--- src/sv/crr_ram.sv ---
// Generic simple dual-port RAM: one write port, one registered read port.
// No dependencies.
module crr_ram #(
  parameter int WIDTH = 8,
  parameter int DEPTH = 256
) (
  input  logic                     clk_i,
  input  logic                     we_i,
  input  logic [$clog2(DEPTH)-1:0] waddr_i,
  input  logic [WIDTH-1:0]         wdata_i,
  input  logic                     re_i,
  input  logic [$clog2(DEPTH)-1:0] raddr_i,
  output logic [WIDTH-1:0]         rdata_o
);

  logic [WIDTH-1:0] mem_q [DEPTH];
  logic [WIDTH-1:0] rdata_q;

  always_ff @(posedge clk_i) begin
    if (we_i) begin
      mem_q[waddr_i] <= wdata_i;
    end
    if (re_i) begin
      rdata_q <= mem_q[raddr_i];
    end
  end

  assign rdata_o = rdata_q;

endmodule

--- config.mk ---
export PLATFORM = sky130hd
export DESIGN_NAME = crr_ram
export DESIGN_NICKNAME = d
export VERILOG_FILES = /design/src/sv/crr_ram.sv
export SDC_FILE = /design/constraint.sdc
export NUM_CORES = 2
export LEC_CHECK = 0
export BUFFER_PORTS_ARGS = -buffer_cell sky130_fd_sc_hd__clkbuf_2
export CELL_PAD_IN_SITES_DETAIL_PLACEMENT = 1
export CELL_PAD_IN_SITES_GLOBAL_PLACEMENT = 1
export CORE_ASPECT_RATIO = 0.7
export CORE_MARGIN = 5
export CORE_UTILIZATION = 38
export CTS_CLUSTER_SIZE = 12
export DETAILED_ROUTE_END_ITERATION = 8
export HOLD_SLACK_MARGIN = 0.02
export MAX_ROUTING_LAYER = met4
export PLACE_DENSITY = 0.61
export SKIP_LAST_GASP = 1
export SLEW_MARGIN = 5
export SYNTH_ARGS = -nofsm -noshare
export SYNTH_HDL_FRONTEND = slang
export SYNTH_SLANG_ARGS = --single-unit
--- constraint.sdc ---
create_clock -name clk_i -period 2.9 [get_ports clk_i]
set_clock_uncertainty 0.1 [all_clocks]
set_input_delay 0.58 -clock clk_i [delete_from_list [all_inputs] [get_ports clk_i]]
set_output_delay 0.58 -clock clk_i [all_outputs]
set_load 0.005 [all_outputs]
## Yosys cells after proc, flatten, opt, wreduce, memory -nomap -nowiden

Memories as Yosys holds them, arrays and structs flattened. A register that Yosys moved wholly into a read port is not among the register bits.
Cells that the tools add are included.

| storage, ports and cells | value |
|---|---|
| flip-flop bits (word level) | 0 |
| latch bits | 0 |
| RAM bits | 2048 |
| memory bits (read-only) | 0 |
| input bits | 27 |
| word-level logic and storage cells | 3 |
| memories | 1 |

Memories:

| memory | words | bits a word | read ports | clocked after Yosys merged registers in | wr ports | RTL line | text |
|---|---|---|---|---|---|---|---|
| mem_q | 256 | 8 | 1 | 1 | 1 | 16 | `logic [WIDTH-1:0] mem_q [DEPTH];` |

| operators by class | value |
|---|---|
| $add $sub $neg | 0 |
| $mul | 0 |
| divide/modulo/power cells | 0 |
| order comparisons | 0 |
| eq/ne operators | 0 |
| shift operators | 0 |
| multiplexer cells | 2 |
| bitwise operators | 0 |
| reduce and logical (&&, ||, !) cells | 0 |

Operators by type and width:

| kind | number |
|---|---|
| $mux W1 | 2 |

## Longest topological paths before layout

| depth | value |
|---|---|
| word-level depth | 2 |
| mapped depth | 11 |
| gate-level depth less buffers | 6 |

## Worst setup path before layout

No wires, ideal clock.

| path | value |
|---|---|
| kind | input to register |
| start point | input port raddr_i[0] |
| end point | register rdata_q[2] (netlist: rdata_o[2]) (read register of mem_q), data pin |
| setup time | 0.269 ns |
| arrival time | 2.387 ns |
| data required time | 2.531 ns |
| slack | 0.144 ns |
| stages on the path | 9 |
| path buffers | 4 |
| path through | buf_6 buf_12 buf_8 buf_2 mux4_2 a22oi_1 a21oi_1 nor4_1 nor4_2 |

RTL lines:

| element | RTL line | text |
|---|---|---|
| from (decl) | 12 | `input logic [$clog2(DEPTH)-1:0] raddr_i,` |
| to (decl) | 17 | `logic [WIDTH-1:0] rdata_q;` |

==> qor.yml <==
setup_violations: 1
synthXorXnorAreaFrac: 0
synthDistinctLibCells: 54
fin_crit_ns: 2.92
drt_iter0_markers: 5592
grt_pass1_wl_um: 327000
status: "finished with violations"
antenna_found_initial: 17
initial_core_util: 0.382
dp_cells: 7065
dp_hpwl_um: 153000
grt_pass1_vias: 43000
die_h_um: 393
htree_levels: 4
postPlaceCellArea_mm2: 0.0889
nFillCells: 19300
design_area_mm2: 0.0945
path_clk_slew_ns: 0.06
clkLatencyLatePin_ns: 0.87
crit_path_cell_trace: "buf_8, buf_12, buf_12, buf_12, mux2i_1, o221ai_1, buf_4, o211ai_1, a21oi_1, buf_4, nor4_1, buf_4, nor4_2"
synthAdderAreaFrac: 0
design.die.area_mm2: 0.219
fin_hold_ws_ns: 0.0684
coreArea_mm2: 0.208
nNetsFinal: 4532
synthFlopType: "edfxtp_1"
cts.sinks: 2056
synth_area_mm2: 0.0796
viasPerCell: 5.74
cellPowerDensity_mw_per_mm2: 636
layout.cells.non_filler: 7344
gp_congestion: 0.858
cts_root_buffer: "clkbuf_16"
violations: "negative setup slack"
grt_max_degree: 105
start_kind: "input port"
worstMarginPinSlew_ns: 1.19
critPathTopFamily: "buffers and inverters"
ys_ff_latch: 2056
drv_slew: 0
yosysSeqAreaShare: 0.775
synthSimpleGateAreaFrac: 0.0263
syn_inst: 3733
drt-total-wl_um: 228000
crit_arrival_ns: 3.40
synth_fp_nets: 3760
grt.overflow.total: 0
timing.final.crit_share: 1.01
hold_violations: 0
synth_edf_count: 2056
cap_violations: 0
wl_per_cell_um: 31.0
drc: 0
end_kind: "flop"
criticalPathCategory: "input port to flop"
worstHoldPathType: "input port to flop"
avgSynthCellArea_um2: 21.3
cts_tree: "built"
cts_max_path_buffers: 4
power_w: 0.0601
syn_to_final_growth_pct: 18.7
relSlewSlack: 0.207
synth_top_family_by_area: "multiplexers"
row_count: 140
ant_nets: 0
worst_ep_required_time_ns: 3.38
num_io_pins: 35
timing.final.ws_setup_ns: -0.0197
cp_slowest_stage_delay_ns: 0.62
die_x_um: 557
peakVddDrop_mv: 0.463
cts_buffers: 204
slowest_stage: "nor4_1"
leakage_nw: 30.4
portBuffers: 34
crit_buf_inv: 7
drive_gt1_frac: 0.327
synth.area.mux_share: 0.146
rsz0062_at_grt: "true"
grt_use_total: 0.214
fmax_mhz: 343
yosysWarnings: 0
first_pass_iters: 5
async_flop_share: 0
cp_max_fo: 15
vias: 42200
synth_compound_area_frac: 0.0342
==> per-layer routing <==
metal,track usage,up-vias,routed length [um]
li1,-,17200,-
met1,0.328,22900,106000
met2,0.297,1812,97800
met3,0.0463,261,20800
met4,0.0359,0,3520
met5,-,-,0
==> registers in the layout (all words and copies together) (netlist names) <==
register  flops
mem_q      2048
rdata_o       8
==> stage by stage <==
stage | utilization | TNS [ns] | setup WS (ns)
after global routing | 0.454 | -0.0279 | -0.0279
after global placement | 0.427 | -6.15 | -1.45
after detailed placement | 0.427 | -5.82 | -1.01
after floorplan | - | 0 | 0.144
final | 0.454 | -0.0197 | -0.0197
after CTS | 0.454 | -0.0365 | -0.0365
==> worst paths after layout <==
kind / slack [ns] / to / startpoint / cells past startpoint
setup / recovery: -0.02 / rdata_o[0]$_DFFE_PP_ / raddr_i[0] / 13
hold / removal: 0.07 / mem_q[97][3]$_DFFE_PP_ / wdata_i[3] / 1
setup reg to reg: 0 / rdata_o[0]$_DFFE_PP_ / mem_q[96][0]$_DFFE_PP_ / 8
hold reg to reg: 1.06 / rdata_o[5]$_DFFE_PP_ / mem_q[33][5]$_DFFE_PP_ / 7
==> layout make-up <==
type | instances | area [um2] | share of cell area
Clock inverter | 30 | 238 | 0.00252
Antenna cell | 4 | 10.0 | 0.000106
Sequential cell | 2056 | 61700 | 0.653
Inverter | 2 | 7.51 | 0.0000794
Tap cell | 2769 | 3460 | 0.0367
Timing Repair Buffer | 799 | 7230 | 0.0765
Multi-Input combinational cell | 1442 | 16500 | 0.175
Clock buffer | 242 | 5290 | 0.0560
==> power by group <==
| group | total [W] | internal [W] | switching (W) | leakage, nW |
|---|---|---|---|---|
| logic | 0.00371 | 0.00149 | 0.00222 | 9.25 |
| registers | 0.0328 | 0.0328 | 0.0000278 | 18.5 |
| clock network | 0.0236 | 0.0129 | 0.0107 | 2.69 |
==> kinds of logic after synthesis <==
kind of cell           count (synthesis)
multiplexers                         591
AO/OA/AOI/OAI                        385
flip-flops                          2056
AND/OR/NAND/NOR                      466
buffers and inverters                235
==> synthesized netlist by cell type, types with 2 or more instances <==
cell type / n / area [um2]
mux4_1: 2 / 52.6
or2_2: 4 / 25.0
nand2_1: 33 / 124
a221oi_1: 13 / 114
a211oi_1: 16 / 120
buf_6: 21 / 236
o21ai_1: 2 / 10.0
a2111oi_1: 2 / 20.0
mux4_2: 454 / 10200
nor2b_1: 31 / 194
a31oi_1: 2 / 12.5
and2_1: 6 / 37.5
edfxtp_1: 2056 / 61700
nor4_1: 24 / 150
o22a_1: 5 / 43.8
buf_1: 22 / 82.6
nor2_1: 282 / 1060
o22ai_1: 28 / 175
o32ai_1: 4 / 35.0
o211ai_1: 10 / 75.1
nand3_1: 34 / 170
nor4_2: 3 / 37.5
o21ai_0: 10 / 50.1
buf_12: 8 / 160
buf_2: 31 / 155
clkbuf_1: 111 / 417
buf_4: 27 / 203
and3b_1: 2 / 17.5
a2111oi_0: 2 / 17.5
a22o_1: 8 / 70.1
a311oi_1: 2 / 17.5
nand2b_1: 8 / 50.1
a21oi_1: 96 / 480
buf_8: 13 / 195
nand3b_1: 2 / 15.0
mux2i_1: 134 / 1340
nand4_1: 10 / 62.6
a22oi_1: 133 / 998
o221ai_1: 46 / 403
nor3_1: 22 / 110
==> timing repair <==
item | 4_1_cts | 5_1_grt
setup endpoints to repair | 3 | 2
hold endpoints to repair | 38 | 0
setup buffers | 0 | 0
gates resized for setup | 3 | 2
hold buffers | 3 | 0
gates cloned | 0 | 0
==> layout by cell type (no fill, tap or decap), types with 3 or more instances in the layout <==
cell type,count
diode_2,4
nand3_1,31
a22o_1,8
clkbuf_16,206
o32ai_1,4
a221oi_1,13
nand4_1,10
o221ai_1,46
buf_12,96
a22oi_1,133
nor2b_1,28
clkinv_1,22
nor4_2,6
and2_1,5
clkinv_8,3
or2_2,4
nand2b_1,8
buf_8,10
o21ai_0,10
a21oi_1,96
buf_4,668
clkbuf_2,21
dlygate4sd3_1,3
nor2_4,3
nor3_1,22
o22a_1,5
a211oi_1,16
mux4_2,454
nor2_1,279
edfxtp_1,2056
nand3_2,3
clkbuf_1,36
nor4_1,20
nand2_1,33
o211ai_1,10
mux2i_1,134
o22ai_1,28
nor2b_4,3
(Power assumes the default switching activity.)
