--- config.mk ---
export PLATFORM = sky130hd
export DESIGN_NAME = crr_core
export DESIGN_NICKNAME = d
export VERILOG_FILES = /design/src/sv/crr_pkg.sv /design/src/sv/crr_core.sv
export SDC_FILE = /design/constraint.sdc
export NUM_CORES = 1
export LEC_CHECK = 0
export ABC_AREA = 0
export BUFFER_PORTS_ARGS = -buffer_cell sky130_fd_sc_hd__buf_2
export CAP_MARGIN = 20
export CORE_MARGIN = 2
export CORE_UTILIZATION = 47
export CTS_BUF_LIST = sky130_fd_sc_hd__clkbuf_16
export DETAILED_ROUTE_END_ITERATION = 7
export PLACE_DENSITY = 0.73
export SETUP_SLACK_MARGIN = 0.3
export SLEW_MARGIN = 20
export SYNTH_ARGS = -nofsm -noshare
export SYNTH_HDL_FRONTEND = slang
export SYNTH_SLANG_ARGS = --single-unit
--- constraint.sdc ---
create_clock -name clk_i -period 5.8 [get_ports clk_i]
set_clock_uncertainty 0.1 [all_clocks]
set_input_delay 1.74 -clock clk_i [delete_from_list [all_inputs] [get_ports clk_i]]
set_output_delay 1.74 -clock clk_i [all_outputs]
set_load 0.02 [all_outputs]
--- src/sv/crr_pkg.sv ---
// Shared types and codes for the chunked report reassembler.
// No dependencies; used by crr_core, crr_copy and the top level.
package crr_pkg;

  localparam int BYTE_W     = 8;
  localparam int STAGE_AW   = 9;   // two 256-byte payload banks
  localparam int POS_W      = 9;
  localparam int CHUNK_W    = 7;
  localparam int LEN_OUT_W  = 12;
  localparam int STATUS_W   = 3;
  localparam int REQ_W      = 2;
  localparam int INDEX_W    = 11;

  localparam logic [REQ_W-1:0] REQ_REPORT = 2'd0;
  localparam logic [REQ_W-1:0] REQ_TAKE   = 2'd1;
  localparam logic [REQ_W-1:0] REQ_READ   = 2'd2;

  localparam logic [STATUS_W-1:0] ST_BUSY    = 3'd0;
  localparam logic [STATUS_W-1:0] ST_FIRST   = 3'd1;
  localparam logic [STATUS_W-1:0] ST_APPEND  = 3'd2;
  localparam logic [STATUS_W-1:0] ST_DUP     = 3'd3;
  localparam logic [STATUS_W-1:0] ST_DROP    = 3'd4;

  localparam logic [CHUNK_W-1:0] CHUNK_MASK = 7'h7F;
  localparam int                 FINAL_BIT  = 7;   // header bit 0x80

  // Packed so that it maps straight onto the output tdata, status lowest.
  typedef struct packed {
    logic [BYTE_W-1:0]    data;
    logic [LEN_OUT_W-1:0] length;
    logic                 ready;
    logic [STATUS_W-1:0]  status;
  } result_t;

  typedef struct packed {
    logic                start;
    logic                bank;
    logic [BYTE_W-1:0]   len;
  } copy_req_t;

  typedef struct packed {
    logic                we;
    logic [STAGE_AW-1:0] addr;
    logic [BYTE_W-1:0]   data;
  } stage_wr_t;

endpackage

--- src/sv/crr_core.sv ---
// Reassembly state and per-request logic: header capture, report judging, take and read.
// Depends on crr_pkg.
module crr_core #(
  parameter int MAX_MESSAGE = 2048
) (
  input  logic                         clk_i,
  input  logic                         rst_ni,
  input  logic                         adv_i,
  input  logic [crr_pkg::REQ_W-1:0]    req_i,
  input  logic [crr_pkg::BYTE_W-1:0]   byte_i,
  input  logic                         last_i,
  input  logic [crr_pkg::BYTE_W-1:0]   rdata_i,
  output crr_pkg::result_t             res_o,
  output crr_pkg::stage_wr_t           stw_o,
  output crr_pkg::copy_req_t           cpy_o,
  output logic [$clog2(MAX_MESSAGE)-1:0] dest_o
);

  localparam int AW  = $clog2(MAX_MESSAGE);
  localparam int CLW = $clog2(MAX_MESSAGE + 1);
  localparam int POS_W = crr_pkg::POS_W;

  localparam logic [1:0] PH_IDLE     = 2'd0;
  localparam logic [1:0] PH_PARTIAL  = 2'd1;
  localparam logic [1:0] PH_COMPLETE = 2'd2;

  localparam logic [POS_W-1:0] POS_MAX = '1;

  logic [1:0]                   phase_q, phase_d;
  logic [crr_pkg::CHUNK_W-1:0]  exp_q, exp_d;
  logic [CLW-1:0]               comm_q, comm_d;
  logic [POS_W-1:0]             pos_q, pos_d;
  logic [crr_pkg::CHUNK_W-1:0]  hc_q, hc_d;
  logic                         hf_q, hf_d;
  logic [crr_pkg::BYTE_W-1:0]   pl_q, pl_d;
  logic                         wb_q, wb_d;

  logic [crr_pkg::BYTE_W-1:0]   pl_eff;
  logic [POS_W-1:0]             pos_m1;
  logic [POS_W-1:0]             pos_m2;
  logic                         short_pay;
  logic                         overflow;
  logic [crr_pkg::CHUNK_W:0]    exp_inc;
  logic                         append_ok;
  logic                         accepted;
  logic [crr_pkg::STATUS_W-1:0] status;
  logic [crr_pkg::LEN_OUT_W-1:0] length;
  logic [crr_pkg::BYTE_W-1:0]   data;

  assign pl_eff    = (pos_q == POS_W'(1)) ? byte_i : pl_q;
  assign pos_m1    = pos_q - POS_W'(1);
  assign pos_m2    = pos_q - POS_W'(2);
  assign short_pay = {1'b0, pl_eff} > pos_m1;
  assign overflow  = ((CLW+1)'(pl_eff) + (CLW+1)'(comm_q)) > (CLW+1)'(MAX_MESSAGE);
  assign exp_inc   = {1'b0, exp_q} + 8'd1;
  assign append_ok = (phase_q == PH_PARTIAL) && ({1'b0, hc_q} == exp_inc);

  always_comb begin
    phase_d  = phase_q;
    exp_d    = exp_q;
    comm_d   = comm_q;
    pos_d    = pos_q;
    hc_d     = hc_q;
    hf_d     = hf_q;
    pl_d     = pl_q;
    wb_d     = wb_q;
    status   = crr_pkg::ST_BUSY;
    length   = '0;
    data     = '0;
    accepted = 1'b0;
    stw_o.we   = 1'b0;
    stw_o.addr = {wb_q, pos_m2[7:0]};
    stw_o.data = byte_i;

    if (adv_i) begin
      case (req_i)
        crr_pkg::REQ_REPORT: begin
          if (pos_q == '0) begin
            hc_d = byte_i[crr_pkg::CHUNK_W-1:0] & crr_pkg::CHUNK_MASK;
            hf_d = byte_i[crr_pkg::FINAL_BIT];
          end else if (pos_q == POS_W'(1)) begin
            pl_d = byte_i;
          end else if (pos_m2 < {1'b0, pl_q}) begin
            stw_o.we = 1'b1;
          end

          if (last_i) begin
            pos_d = '0;
            if (pos_q == '0 || short_pay || overflow) begin
              phase_d = PH_IDLE;
              exp_d   = '0;
              comm_d  = '0;
              status  = crr_pkg::ST_DROP;
            end else if (hc_q == '0) begin
              phase_d  = hf_q ? PH_COMPLETE : PH_PARTIAL;
              exp_d    = '0;
              comm_d   = CLW'(pl_eff);
              status   = crr_pkg::ST_FIRST;
              accepted = 1'b1;
            end else if (append_ok) begin
              phase_d  = hf_q ? PH_COMPLETE : PH_PARTIAL;
              exp_d    = exp_inc[crr_pkg::CHUNK_W-1:0] & crr_pkg::CHUNK_MASK;
              comm_d   = comm_q + CLW'(pl_eff);
              status   = crr_pkg::ST_APPEND;
              accepted = 1'b1;
            end else if (hc_q == exp_q) begin
              // duplicate: store untouched, but its final flag still counts
              if (phase_q == PH_PARTIAL && hf_q) begin
                phase_d = PH_COMPLETE;
              end
              status = crr_pkg::ST_DUP;
            end else begin
              phase_d = PH_IDLE;
              exp_d   = '0;
              comm_d  = '0;
              status  = crr_pkg::ST_DROP;
            end
          end else if (pos_q != POS_MAX) begin
            pos_d = pos_q + POS_W'(1);
          end
        end
        crr_pkg::REQ_TAKE: begin
          if (phase_q == PH_COMPLETE) begin
            length  = crr_pkg::LEN_OUT_W'(comm_q);
            phase_d = PH_IDLE;
            exp_d   = '0;
            comm_d  = '0;
          end
        end
        crr_pkg::REQ_READ: begin
          data = rdata_i;
        end
        default: begin
        end
      endcase
    end

    cpy_o.start = accepted && (pl_eff != '0);
    cpy_o.bank  = wb_q;
    cpy_o.len   = pl_eff;
    if (cpy_o.start) begin
      // hand the filled bank to the copier, stage the next report in the other
      wb_d = ~wb_q;
    end
  end

  assign dest_o = (hc_q == '0) ? '0 : AW'(comm_q);

  assign res_o.status = status;
  assign res_o.ready  = (phase_d == PH_COMPLETE);
  assign res_o.length = length;
  assign res_o.data   = data;

  always_ff @(posedge clk_i or negedge rst_ni) begin
    if (!rst_ni) begin
      phase_q <= PH_IDLE;
      exp_q   <= '0;
      comm_q  <= '0;
      pos_q   <= '0;
      hc_q    <= '0;
      hf_q    <= 1'b0;
      pl_q    <= '0;
      wb_q    <= 1'b0;
    end else begin
      phase_q <= phase_d;
      exp_q   <= exp_d;
      comm_q  <= comm_d;
      pos_q   <= pos_d;
      hc_q    <= hc_d;
      hf_q    <= hf_d;
      pl_q    <= pl_d;
      wb_q    <= wb_d;
    end
  end

endmodule

**Word-level counts from Yosys, hierarchy flattened**

Index checks and enable logic that the tools add are counted.

- ROM bits: 0
- Memory bits (writable): 0
- Memories kept: 0
- Latch bits: 0
- Output and inout port bits: 63
- Flip-flop bits (word level): 47

- Add/subtract/negate cells: 6
- Bitwise gates (word level): 2
- Mux-type cells: 51
- Equal/unequal tests: 12
- Reductions and logical operators: 15
- Shifts and indexed selects: 0
- Div/mod/pow operators: 0
- Magnitude comparators: 3
- Multipliers: 0

Operator list:

| operator | count |
|---|---|
| 12-bit 2-to-1 mux | 9 |
| 7-bit 2-to-1 mux | 6 |
| 8-bit 2-to-1 mux | 3 |
| 12-bit case mux with 2 select lines | 1 |
| 3-bit 2-to-1 mux | 7 |
| 2-bit 2-to-1 mux | 9 |
| 9-bit 2-to-1 mux | 2 |
| 7-bit case mux with 2 select lines | 1 |
| 8-bit by 12-bit adder with 13-bit output | 1 |
| 13-bit by 12-bit greater-than comparator with 1-bit output, second input constant | 1 |
| 12-bit by 8-bit adder with 12-bit output | 1 |
| 1-bit 2-to-1 mux | 11 |
| 11-bit 2-to-1 mux | 1 |
| 9-bit by 1-bit adder with 9-bit output, second input constant | 1 |
| 9-bit by 1-bit equality test with 1-bit output, second input constant | 1 |
| 8-bit by 9-bit greater-than comparator with 1-bit output | 1 |
| 9-bit logical NOT | 1 |
| 9-bit by 8-bit less-than comparator with 1-bit output | 1 |
| 9-bit inequality test, second input constant | 1 |
| 3-bit AND reduction | 3 |
| 9-bit by 1-bit subtractor with 9-bit output, second input constant | 1 |
| 9-bit by 2-bit subtractor with 9-bit output, second input constant | 1 |
| 7-bit by 1-bit adder with 8-bit output, second input constant | 1 |
| 7-bit by 8-bit equality test with 1-bit output | 1 |
| 14 further kinds | 23 |

**Depth between registers and ports, before layout**

- Depth after elaboration: 11
- Gate-level depth with buffers: 20
- Depth with buffers taken out: 17

**Least setup slack after synthesis**

Ideal clock, no wire load.

- Path kind: input to output
- Start point: input port byte_i[0] (netlist name)
- End point: output port cpy_o[9] (netlist name)
- Stages: 11
- Arrival: 4536 ps
- Slack: -576 ps
- Path through: mux2i_1 -> inv_1 -> ha_1 -> fa_1 -> a21o_2 -> a221oi_4 -> xnor2_1 -> nor4_2 -> a41o_2 -> nand3_1 -> a211oi_2

RTL lines:

| what | RTL line | source |
|---|---|---|
| start, declared | crr_core.sv:10 | `input logic [crr_pkg::BYTE_W-1:0] byte_i,` |
| end, declared | crr_core.sv:15 | `output crr_pkg::copy_req_t cpy_o,` |

==> results.md <==
- Metal2 WL: 6.15 mm
- Synth area leaders: dfrtp_1, ha_1, and2_1, nand2_1, xor2_1
- CP max stage delay: 0.37 ns
- Maximum VDD drop: 0.000202 V
- CP max FO: 5
- Logic gate share of total power: 56.4%
- Die Span X: 97.3 microns
- Critical-path cell list: buf_8, mux2i_4, inv_4, ha_4, fa_2, a21o_4, a21oi_1, xor2_1, nand2_1, nor4_2, a41o_2, nand3_4, a211oi_4, buf_6
- Syn Area/Cell: 8.76 sq um
- Max Slew Vio Count: 0
- Initial antenna violation count: 0
- Root Driver: clkbuf_16
- Worst Path Required: 3.96 ns
- DRT iter0 DRCs: 208
- Detailed Place HPWL: 9.29 mm
- Final setup margin: -0.532 ns
- Yosys warns: 0
- Failing checks: negative setup slack
- PwrDens: 349 nW/um^2
- Area Overhead vs Synth: 29.2%
- Highest metal used: met4
- Nets: 649
- Hold_buf cts: 0
- DP Area: 4970 sq um
- DR WL met3: 767 microns
- Cells after Synth: 467
- Number of port buffers: 84
- Detail Route Antenna Nets: 0
- GRT Util Overall: 25.6%
- Pin count of the biggest net entering global routing: 48
- Cell Area, Synth: 4090 sq um
- Post-synth top cells: nand2_1, dfrtp_1, ha_1
- WS Path Type: in -> out
- Slew Limit Headroom: 49.8%
- I/O Pins: 85
- Routed via count: 4,048
- Switching Share: 42.1%
- CTS buffer count: 5
- Max Freq: 0.158 GHz
- Switching Power: 0.000775 W
- Hold_ws: 0.386 ns
- Layout cell share with drive strength beyond 1: 34.8%
- CTS clock-pin slew for the worst setup and hold paths: 0.07 ns
- Top-count cell post-synth: nand2_1
- Met1 Wirelength: 4.86 mm
- CTS tree: done
- RSZ-0062 raised after global routing: true
- Placed cells: 688
- Routed wire length: 12.2 mm
- Clk Latency, worst-skew pair: 0.29 ns
- Vias per cell: 5.76
- Arr. time, crit path: 4.49 ns
- Number of synthesized register bits: 47
- Synth area leader: dfrtp_1
- Drt pass-1 iters: 5
- Avg WL per Cell: 17.4 microns
- Distinct cells, synth: 73
- Worst Tran Pin Value: 0.746 ns
- Grt total ovfl: 0
- # clock sinks: 47
- DRC Markers: 0
- # Max-Cap Violations: 0
- Syn Nets: 522
- Critical Path End Type: output pin
- CP max stage cell: fa_2
- Cell Count, Final, Fillers Out: 703
- Final Hold Fails: 0
- Final setup viols: 5
- Sequential share of the synthesized area: 28.8%
- Post-route cell area: 5280 sq um
- RD Place Congestion: 0.931
- Buffers plus inverters on the worst setup path: 3
- Global-route wire length before repair: 19.8 mm
- H-tree depth: 2
- Cell family with most CP delay: compound AO/OA/AOI/OAI gates
- Post-synth EDFFs: 0
- Yosys top cell area share: 28.8%
- Async SR Flop Fraction: 100%
- Status: complete, but fails checks
- Reg power frac: 25.0%
- Clock Tree Buf Depth: 2
- Die area: 9460 sq um
- DP Worst Slack: -0.529 ns
- Tcrit/Tclk final: 109%
- Initial Utilization: 47.6%
- Top_reg_cell synth: dfrtp_1
- Lkg Pwr: 2.60 nW
- Int Power: 0.00107 W
- Antenna diodes: 0
- Core area: 8590 sq um
- Sum of negative setup slack: -2.40 ns
- Die height: 97.3 microns
- Worst setup SP type: input port
- Hold Crit Class: reg -> reg
- Clock share of power: 18.6%
- Rows: 34
- Min cycle time layout: 6.33 ns
- Vias in the first global route: 4,046
==> layer usage <==
metal,track usage (%),vias up
li1,-,1895
met1,31.8,1937
met2,44.3,180
met3,4.10,36
met4,11.0,0
met5,0,-
==> timing repair <==
item                       4_1_cts  5_1_grt
setup buffers                    6        1
pin swaps                        5        4
gates resized for setup         17        5
setup endpoints to repair        5        5
==> sequential cells by signal, indices dropped and copies added (netlist names) <==
register	cells
exp_q	7
hf_q	1
pl_q	8
wb_q	1
phase_q	2
comm_q	12
pos_q	9
hc_q	7
==> area by class of cell <==
type | instances | area [sq um]
repair buffers | 150 | 955
clock inverters | 3 | 47.5
well taps | 108 | 135
clock buffers | 5 | 125
multi-input cells | 364 | 2740
inverters | 26 | 100
flip-flops and latches | 47 | 1180
fillers | 712 | 3310
==> worst reg2reg max path, delay by kind of cell (launching register included) <==
kind	cells	cell delay [ns]
and+or+nand+nor	7	1.44
buffers and inverters	2	0.33
muxes	1	0.20
AOI/OAI and AO/OA	6	1.67
adders and majority gates	1	0.31
DFF	1	0.42
==> final timing paths <==
check,cells past startpoint,start,end,slack [ns]
max in group asynchronous,2,rst_ni,exp_q[1],3.73
setup / recovery,14,byte_i[0],cpy_o[9],-0.53
hold / removal,1,wb_q,wb_q,0.39
min in group asynchronous,2,rst_ni,comm_q[6],1.44
setup reg to reg,17,pos_q[5],exp_q[4],1.22
hold reg to reg,1,wb_q,wb_q,0.39
==> power groups by stage <==
stage / Clock (W) / Combinational (W) / Sequential, W
after floorplan: 0 / 0.000632 / 0.000442
after global placement: 0 / 0.000962 / 0.000458
after detailed placement: 0 / 0.000997 / 0.000464
after CTS: 0.000349 / 0.00102 / 0.000457
after global routing: 0.000362 / 0.00114 / 0.000469
final: 0.000343 / 0.00104 / 0.000460
==> stage by stage <==
stage,total power (W),utilization (%)
after floorplan,0.00107,-
after global placement,0.00142,57.8
after detailed placement,0.00146,57.8
after CTS,0.00183,61.1
after global routing,0.00197,61.5
final,0.00184,61.5
==> placed cells by master (no fill, tap or decap), types with 4 or more instances in the layout <==
master / count
buf_4: 65
a21oi_1: 22
buf_2: 79
a22o_1: 8
nor3_1: 7
nand3_1: 7
o21ai_0: 23
clkbuf_16: 5
mux2i_1: 7
and2_1: 31
nand2b_1: 7
a32o_1: 4
nor4_1: 5
a2bb2oi_1: 5
nand4_1: 5
ha_1: 31
xor2_1: 18
buf_6: 5
nor2_1: 27
dfrtp_1: 47
xnor2_1: 15
o21a_1: 5
nand2_1: 48
a21o_1: 6
inv_1: 25
nand3_4: 4
o22ai_1: 5
mux2_2: 8
==> cells by family after synthesis <==
family	Yosys count	synth area share (%)
buffers and inverters	56	7.31
multiplexers	16	4.16
adder cells (fa/ha/maj)	33	10.3
AND/OR/NAND/NOR	171	23.0
XOR/XNOR	34	7.28
flip-flops	47	28.8
AO/OA/AOI/OAI	110	19.2
Power figures use the tool's default switching activity.
