`src/sv/crr_pkg.sv`:
```
// Shared types and codes for the chunked report reassembler.
// No dependencies; used by crr_core, crr_copy and the top level.
package crr_pkg;

  localparam int BYTE_W     = 8;
  localparam int STAGE_AW   = 9;   // two 256-byte payload banks
  localparam int POS_W      = 9;
  localparam int CHUNK_W    = 7;
  localparam int LEN_OUT_W  = 12;
  localparam int STATUS_W   = 3;
  localparam int REQ_W      = 2;
  localparam int INDEX_W    = 11;

  localparam logic [REQ_W-1:0] REQ_REPORT = 2'd0;
  localparam logic [REQ_W-1:0] REQ_TAKE   = 2'd1;
  localparam logic [REQ_W-1:0] REQ_READ   = 2'd2;

  localparam logic [STATUS_W-1:0] ST_BUSY    = 3'd0;
  localparam logic [STATUS_W-1:0] ST_FIRST   = 3'd1;
  localparam logic [STATUS_W-1:0] ST_APPEND  = 3'd2;
  localparam logic [STATUS_W-1:0] ST_DUP     = 3'd3;
  localparam logic [STATUS_W-1:0] ST_DROP    = 3'd4;

  localparam logic [CHUNK_W-1:0] CHUNK_MASK = 7'h7F;
  localparam int                 FINAL_BIT  = 7;   // header bit 0x80

  // Packed so that it maps straight onto the output tdata, status lowest.
  typedef struct packed {
    logic [BYTE_W-1:0]    data;
    logic [LEN_OUT_W-1:0] length;
    logic                 ready;
    logic [STATUS_W-1:0]  status;
  } result_t;

  typedef struct packed {
    logic                start;
    logic                bank;
    logic [BYTE_W-1:0]   len;
  } copy_req_t;

  typedef struct packed {
    logic                we;
    logic [STAGE_AW-1:0] addr;
    logic [BYTE_W-1:0]   data;
  } stage_wr_t;

endpackage

```
`src/sv/crr_copy.sv`:
```
// Copy engine: moves an accepted payload from a staging bank into the message store.
// Depends on crr_pkg.
module crr_copy #(
  parameter int AW = 11
) (
  input  logic                        clk_i,
  input  logic                        rst_ni,
  input  crr_pkg::copy_req_t          req_i,
  input  logic [AW-1:0]               dest_i,
  input  logic [crr_pkg::BYTE_W-1:0]  stage_rdata_i,
  output logic                        busy_o,
  output logic                        stage_re_o,
  output logic [crr_pkg::STAGE_AW-1:0] stage_raddr_o,
  output logic                        store_we_o,
  output logic [AW-1:0]               store_waddr_o,
  output logic [crr_pkg::BYTE_W-1:0]  store_wdata_o
);

  logic                       busy_q;
  logic                       pend_q;
  logic                       bank_q;
  logic [crr_pkg::BYTE_W-1:0] len_q;
  logic [crr_pkg::BYTE_W-1:0] ci_q;
  logic [AW-1:0]              dst_q;
  logic [AW-1:0]              waddr_q;
  logic                       issue;

  assign issue = busy_q && (ci_q != len_q);

  always_ff @(posedge clk_i or negedge rst_ni) begin
    if (!rst_ni) begin
      busy_q <= 1'b0;
      pend_q <= 1'b0;
    end else begin
      pend_q <= issue;
      if (req_i.start) begin
        busy_q <= 1'b1;
      end else if (busy_q && !issue && pend_q) begin
        // last byte lands in the store at this edge
        busy_q <= 1'b0;
      end
    end
  end

  always_ff @(posedge clk_i) begin
    if (req_i.start) begin
      bank_q <= req_i.bank;
      len_q  <= req_i.len;
      ci_q   <= '0;
      dst_q  <= dest_i;
    end else if (issue) begin
      ci_q <= ci_q + 8'd1;
    end
    if (issue) begin
      waddr_q <= dst_q + AW'(ci_q);
    end
  end

  assign busy_o        = busy_q;
  assign stage_re_o    = issue;
  assign stage_raddr_o = {bank_q, ci_q};
  assign store_we_o    = pend_q;
  assign store_waddr_o = waddr_q;
  assign store_wdata_o = stage_rdata_i;

endmodule

```
`config.mk`:
```
export PLATFORM = sky130hd
export DESIGN_NAME = crr_copy
export DESIGN_NICKNAME = d
export VERILOG_FILES = /design/src/sv/crr_pkg.sv /design/src/sv/crr_copy.sv
export SDC_FILE = /design/constraint.sdc
export NUM_CORES = 1
export LEC_CHECK = 0
export BUFFER_PORTS_ARGS = -buffer_cell sky130_fd_sc_hd__buf_2
export CAP_MARGIN = 10
export CORE_AREA = 2 2 69 71
export CTS_CLUSTER_DIAMETER = 100
export DETAILED_ROUTE_END_ITERATION = 6
export DIE_AREA = 0 0 71 73
export PLACE_DENSITY_LB_ADDON = 0.1
export SYNTH_ARGS = -nofsm -noshare
export SYNTH_HDL_FRONTEND = slang
export SYNTH_SLANG_ARGS = --single-unit
```
`constraint.sdc`:
```
create_clock -name clk_i -period 4.5 [get_ports clk_i]
set_input_delay 0 -clock clk_i [delete_from_list [all_inputs] [get_ports clk_i]]
set_output_delay 0 -clock clk_i [all_outputs]
set_load 0.005 [all_outputs]
```
# Word-level counts from Yosys, hierarchy flattened
# Index checks and enable logic that the tools add are counted.
[totals]
ff_bits = 41
in_bits = 31
out_inout_bits = 31
wordCells = 17
[op_classes]
addsub = 2
eq_ne = 1
mux = 2
reduce_logical = 5
[ops]
columns = ["operator", "n"]
rows = [
  ["adder 11 x 8 -> 11 bit", 1],
  ["adder 8 x 1 -> 8 bit (second input constant)", 1],
  ["inequality test 8 bit", 1],
  ["logical AND 1 bit", 3],
  ["2-to-1 mux 1 bit", 2],
  ["nonzero test 2 bit", 1],
  ["zero test 1 bit", 1],
]

# Longest topological paths before layout
# Gate-level depths: netlist of run 1.
[logic_depth]
word_depth = 7
ltp_mapped = 8
depth_no_buf = 8

# Least setup slack after synthesis of run 1
# OpenSTA, ideal clock, no wires.
[synth_timing]
kind = "register -> register"
startpoint = "register ci_q[0] (netlist bit)"
endpoint = "register waddr_q[10], in the netlist store_waddr_o[10], data pin"
setup_ns = 0.268
arrival_time_ns = 1.822
required_ns = 4.232
slack_ns = 2.410
stages_incl_launch_ff = 9
path_buffers = 0
synth_period_minus_slack_ns = 2.090
path_cell_list = "dfxtp_1 > ha_1 > inv_1 > fa_1 > nor2b_1 > o31a_1 > o31ai_1 > a211oi_1 > xor2_1"
[synth_between]
elab_chain_cells = 1
[synth_lines]
columns = ["item", "line", "source"]
rows = [
  ["from (decl)", "crr_copy.sv:23", "logic [crr_pkg::BYTE_W-1:0] ci_q;"],
  ["from (signal assigned)", "crr_copy.sv:52", "ci_q <= ci_q + 8'd1;"],
  ["adder 11 x 8 -> 11 bit", "crr_copy.sv:55", "waddr_q <= dst_q + AW'(ci_q);"],
  ["to (signal assigned)", "crr_copy.sv:55", ""],
  ["to (decl)", "crr_copy.sv:25", "logic [AW-1:0] waddr_q;"],
]
# Every way passes these cells.
# A chain may end at the register's enable or synchronous reset.

# Worst setup path after layout of run 1
[layout_timing]
startpoint = "register ci_q[2] (netlist bit)"
endpoint = "register ci_q[3] (netlist bit)"
[layout_between]
elab_chain_cells = 2
word_cells_on_any_way = 3
classes_between = "1 x add/sub; 1 x eq/ne; 1 x reduce/logical"
[layout_lines]
columns = ["item"]
rows = [
  ["branches (longest 2 deep; another with adder 8 x 1 -> 8 bit)"],
]
# Several ways; the timed one is not identified.

==> run metrics, run 1 <==
n_diodes=0; Post-DRT Antenna Nets=0; maxcap violations=0; Bufs on Longest Clock Path=2; type of the tightest min-delay check=primary input to output port; Layout Skew=0.00267 ns; Leakage=1.01 nW; DRT Pass-1 Iters=4; Core ar.=0.00454 sq mm; Unique masters post-synth=33; GRT Util Overall=14.6%; share of cells above drive strength 1=25.9%; Place WS=2.16 ns; DR vias=1281; worst-path fanout max=17; die area=0.00518 sq mm; FF/Latch Area=0.00114 sq mm; crit path launch type=flop; Synth Warn #=0; min Tclk post-route=2.30 ns; crit end category=flop; RePlAce Congestion=0.832; biggest cell delay along the critical path=0.55 ns; # Post-CTS Setup Buffers=0; slew of the pin with the lowest slew margin=0.893 ns; first-pass GRT wire length=5830 microns; Pwr Density=326 mW/mm^2; multi-input gate area in the final layout=674 sq um; CTS Buf Count=5; top_reg_cell synth=edfxtp_1; register area share after synthesis=59.8%; commonest non-fill, non-tap cells in the layout=buf_2 (45), edfxtp_1 (31), dlygate4sd3_1 (21); Port Buffers=45; net count after synthesis=189; Seq cells post-synth=41; leading cell type in the layout, fill and taps excluded=buf_2; clk slew on worst S/H paths=0.07 ns; I/O pin count=62; WL/cell=13.1 microns; setup total negative slack=0 ns; Placed Area=0.00213 sq mm; Final setup viols=0; Vias/cell=4.82; Simple-Gate Fraction of Synth Area=8.19%; complex-gate fraction of the synthesized area=9.70%; Starting Density=42.1%; hpwl dp=2490 microns; TritonCTS clock tree=built; Syn Area/Cell=12.9 sq um; RSZ-0062 raised after global routing=no; Synth Cell Area=0.00191 sq mm; H-tree Lvls=2; post-route cell area=0.00242 sq mm; DRC viols=0; largest net degree at the start of global routing=31; Worst Slack Setup Final=2.20 ns; Max Slew Vio Count=0; Fill cells=388; die width=71 microns; Clk Latency, worst-skew pair=0.28 ns; initial DRC count=51; vias in the first global route=1368; FFs w/ async S/R, synth=4.88%; Worst Path Required=4.67 ns; DIE HEIGHT=73 microns; worst path arrival time=2.47 ns; Max-slew headroom=40.1%; initial antenna violation count=0; CP Class=flop to flop; Syn-to-layout area delta=26.8%; run status=finished clean; endpoints failing hold=0; nets=252; clock root cell=clkbuf_8; number of synthesized flops with an enable pin=31; maximum VDD drop=0.167 mV; Routed Wire Length=3480 microns; # clock sinks=41; Placement Rows=25; Critical Path, Cell by Cell=xor2_1 -> nor4_2 -> a21boi_2 -> and4_1 -> mux2_4; slowest CP cell=nor4_2; Max Fclk=0.435 GHz; multiplexer area fraction after synthesis=1.31%; Adder-Cell Fraction of Synth Area=6.95%; Remaining Overflow, GRT=0; main combinational cell family by area after synthesis=compound AO/OA/AOI/OAI gates; XOR/XNOR Fraction of Synth Area=9.17%; Tcrit/Tclk final=51.1%; Post-Synthesis Cells=148
## routing by layer
metal / GRT usage [%] / routed length (microns)
met5: 0 / 0
met3: 4.83 / 186
met4: 6.71 / 48
met2: 25.8 / 1760
met1: 16.0 / 1480
## final cells by class
| type | count | share of cell area (%) |
|---|---|---|
| Sequential cell | 41 | 47.1 |
| Multi-Input combinational cell | 91 | 27.9 |
| Timing Repair Buffer | 66 | 18.0 |
| Clock buffer | 8 | 3.31 |
| Tap cell | 54 | 2.79 |
| Inverter | 6 | 0.930 |
## Yosys cell counts, types with 2 or more instances
| cell type | number | area [sq um] |
|---|---|---|
| xor2_1 | 10 | 87.6 |
| dfxtp_1 | 8 | 160 |
| edfxtp_1 | 31 | 931 |
| nand3_1 | 2 | 10.0 |
| nand4_1 | 2 | 12.5 |
| dfrtp_1 | 2 | 50.1 |
| nand2_1 | 5 | 18.8 |
| buf_4 | 9 | 67.6 |
| nor4_2 | 2 | 25.0 |
| o21ai_0 | 5 | 25.0 |
| a21oi_1 | 8 | 40.0 |
| nor2b_1 | 2 | 12.5 |
| xnor2_1 | 10 | 87.6 |
| a21boi_0 | 2 | 15.0 |
| inv_1 | 6 | 22.5 |
| o21a_1 | 2 | 15.0 |
| a211oi_1 | 4 | 30.0 |
| ha_1 | 9 | 113 |
| nor2_1 | 15 | 56.3 |
## power breakdown
| group | switching, mW | internal, mW |
|---|---|---|
| Sequential | 0.0159 | 0.445 |
| Clock | 0.114 | 0.110 |
| Combinational | 0.0476 | 0.0570 |
| Total | 0.178 | 0.612 |
## logic make-up (layout without fill, tap and decap cells)
| kind of cell | count (synthesis) | count (layout) |
|---|---|---|
| and+or+nand+nor | 31 | 31 |
| AOI/OAI and AO/OA | 28 | 28 |
| adders and majority gates | 10 | 10 |
| buffers and inverters | 16 | 80 |
| xor gates and xnor gates | 20 | 20 |
| DFF | 41 | 41 |
| muxes | 2 | 2 |
## state kept, by name (all words and copies together) (netlist names)
name and flops:
dst_q 11, store_waddr_o 11, ci_q 8, len_q 8
bank_q 1, busy_o 1, store_we_o 1
## worst max-delay path: cells and delay by family, from the launching register on
family          cells  cell delay [ns]
compound gates      1             0.37
xor+xnor            1             0.13
mux                 1             0.29
simple gates        2             0.89
flops               1             0.51
## repair_timing
action	in CTS	in global routing
endpoints found under the hold margin	22	0
gates resized for setup	0	0
hold buffers	21	0
## path summary, 6_finish.rpt
check / start / end / slack [ns] / cells past startpoint
max in group asynchronous: rst_ni / store_we_o / 4.38 / 2
worst min-delay path: stage_rdata_i[2] / store_wdata_o[2] / 0.00002 / 0
worst max-delay path: ci_q[2] / ci_q[3] / 2.20 / 5
worst max register to register: ci_q[2] / ci_q[3] / 2.20 / 5
worst min register to register: dst_q[0] / store_waddr_o[0] / 0.55 / 1
min in group asynchronous: rst_ni / busy_o / 0.02 / 2
## per-stage QoR
stage	total power, mW	hold WS (ns)	util (%)	std cells
global route	0.830	0.0000263	53.4	266
CTS	0.804	0.0000381	53.4	266
global placement	0.562	-0.215	47.0	237
floorplan	0.525	-0.296	-	148
finish	0.790	0.0000184	53.4	266
detailed placement	0.562	-0.213	47.0	237
Note: power is estimated with default switching activity, not from simulation.
==> inputs of run 2 (changes only) <==
==> constraint.sdc (replaced) <==
create_clock -name clk_i -period 1.94 [get_ports clk_i]
set_input_delay 0 -clock clk_i [delete_from_list [all_inputs] [get_ports clk_i]]
set_output_delay 0 -clock clk_i [all_outputs]
set_load 0.005 [all_outputs]
==> run metrics, run 2 (synthesis gave the netlist of run 1 again) <==
run status=finished clean; Routed Wire Length=3620 microns (+4.1%); Place WS=-0.121 ns (-2.28 ns); Critical Path End=store_waddr_o[8]; maxcap violations=0 (unchanged); nets=267 (+6.0%); clock root cell=clkbuf_8; slowest CP cell=edfxtp_1; GRT Util Overall=15.0% (+0.35 points); vias in the first global route=1333 (-2.6%); Vias/cell=4.85 (+0.80%); WL/cell=12.9 microns (-1.4%); final core utilization=57.8% (+4.4 points); Post-DRT Antenna Nets=0 (unchanged); Worst Path Required=1.98 ns (-2.69 ns); DRT Pass-1 Iters=4 (unchanged); DR vias=1364 (+6.5%); crit path launch=dst_q[0]; Placed Area=0.00228 sq mm (+6.8%); Syn-to-layout area delta=37.3%; endpoints failing hold=0 (unchanged); hpwl dp=2550 microns (+2.5%); Pwr Density=769 mW/mm^2 (+140%); worst-path fanout max=3 (-14); Starting Density=42.1% (unchanged); die width=71 microns (unchanged); reg2reg end=store_waddr_o[8]; I/O pin count=62 (unchanged); largest net degree at the start of global routing=31 (unchanged); critical path depth in cells=8 (+3); Core ar.=0.00454 sq mm (unchanged); slew of the pin with the lowest slew margin=0.614 ns (-0.279 ns); crit end category=flop; Clk Latency, worst-skew pair=0.29 ns (about the same); DIE HEIGHT=73 microns (unchanged); share of cells above drive strength 1=35.2% (+9.3 points); RSZ-0062 raised after global routing=yes; reg-to-reg slack, setup=0.02 ns (-2.19 ns); # clock sinks=41 (unchanged); post-route cell area=0.00262 sq mm (+8.3%); TritonCTS clock tree=built; type of the tightest min-delay check=primary input to output port; Layout Skew=0.00552 ns (+0.00285 ns); Max Slew Vio Count=0 (unchanged); clk slew on worst S/H paths=0.08 ns (about the same); die area=0.00518 sq mm (unchanged); min Tclk post-route=1.92 ns (-0.374 ns); initial antenna violation count=0 (unchanged); Worst Slack Setup Final=0.0156 ns (-2.19 ns); worst path arrival time=1.97 ns (-0.50 ns); leading cell type in the layout, fill and taps excluded=buf_2; Max Fclk=0.520 GHz (+19%); Bufs on Longest Clock Path=2 (unchanged); CP Class=flop to flop; worst path bufs/invs=1 (+1); Worst Hold Path Cells=0 (unchanged); total power=2.02 mW (+160%); CTS Buf Count=5 (unchanged); initial DRC count=73 (+43%); origin of the critical flop-to-flop path=dst_q[0]; Critical Path, Cell by Cell=ha_2 -> inv_2 -> fa_2 -> nor2b_2 -> o31a_1 -> o31ai_4 -> a21oi_1 -> xor2_1; Port Buffers=45 (unchanged); Placement Rows=25 (unchanged); maximum VDD drop=0.468 mV (+180%); Leakage=1.12 nW (+10%); Max-slew headroom=59.0% (+19 points); biggest cell delay along the critical path=0.38 ns (-0.17 ns); DRC viols=0 (unchanged); RePlAce Congestion=0.806 (-3.1%); n_diodes=0 (unchanged); Final setup viols=0 (unchanged); commonest non-fill, non-tap cells in the layout=buf_2 (45), edfxtp_1 (31), dlygate4sd3_1 (21); first-pass GRT wire length=5840 microns (+0.24%); Tcrit/Tclk final=99.2% (+48 points); CP delay by family, top=compound AO/OA/AOI/OAI gates; Remaining Overflow, GRT=0 (unchanged); crit path launch type=flop; H-tree Lvls=2 (unchanged); worst r2r path cells=8 (+3)
==> run 2: cell count changes in the layout (fill, tap and decap cells not counted), sizes merged <==
cell    before  now
buf         45   60
bufinv       0    1
clkbuf       8    6
clkinv       0    1
==> run 2: cell type report <==
class / instances / area (sq um)
clock buffers: 6 / 72.6
clock inverters: 2 / 33.8
repair buffers: 81 / 548
multi-input cells: 91 / 731
inverters: 6 / 22.5
well taps: 54 / 67.6
flip-flops and latches: 41 / 1150
fillers: 370 / 1910
==> run 2: layer usage <==
metal | GRT usage [%] | wire (microns) | vias up
met5 | 0 | 0 | -
met4 | 7.13 | 72 | 0
met3 | 4.97 | 171 | 8
met2 | 27.2 | 1940 | 43
met1 | 15.6 | 1440 | 632
li1 | - | - | 681
==> run 2: what timing repair did <==
| action | in CTS | in global routing |
|---|---|---|
| hold endpoints to repair | 22 | 0 |
| gates resized for setup | 3 | 5 |
| hold buffers | 21 | 0 |
| pin swaps | 0 | 0 |
| endpoints found under the setup margin | 3 | 4 |
| buffers inserted | 0 | 0 |
==> run 2: worst register-to-register path: stages, from the launching register on <==
cell      delay [ns]
edfxtp_1        0.38
ha_2            0.19
inv_2           0.05
fa_2            0.21
nor2b_2         0.05
o31a_1          0.28
o31ai_4         0.24
a21oi_1         0.12
xor2_1          0.15
==> run 2: per-stage QoR <==
step | TNS, ns | std cells | hold WS (ns)
2_1_floorplan | -0.0143 | 148 | -0.296
3_3_place_gp | -0.0526 | 252 | -0.216
3_5_place_dp | -0.221 | 252 | -0.213
4_1_cts | -0.0205 | 281 | 0.0000346
5_1_grt | -0.102 | 281 | 0.0000108
6_report | 0 | 281 | 0.00000710
==> run 2: worst min-delay path by stage <==
stage | start | to | slack, ns
final | stage_rdata_i[2] | store_wdata_o[2] | 0.000007
after global routing | stage_rdata_i[5] | store_wdata_o[5] | 0.00001
after CTS | stage_rdata_i[6] | store_wdata_o[6] | 0.00003
after detailed placement | rst_ni | store_we_o | -0.21
after global placement | rst_ni | store_we_o | -0.22
after floorplan | rst_ni | busy_o | -0.30
==> run 2: where the power goes <==
| part | switching [mW] | total [mW] | internal, mW |
|---|---|---|---|
| Combinational | 0.140 | 0.300 | 0.160 |
| Sequential | 0.0256 | 1.06 | 1.03 |
| Clock | 0.277 | 0.657 | 0.380 |
| Total | 0.443 | 2.02 | 1.57 |
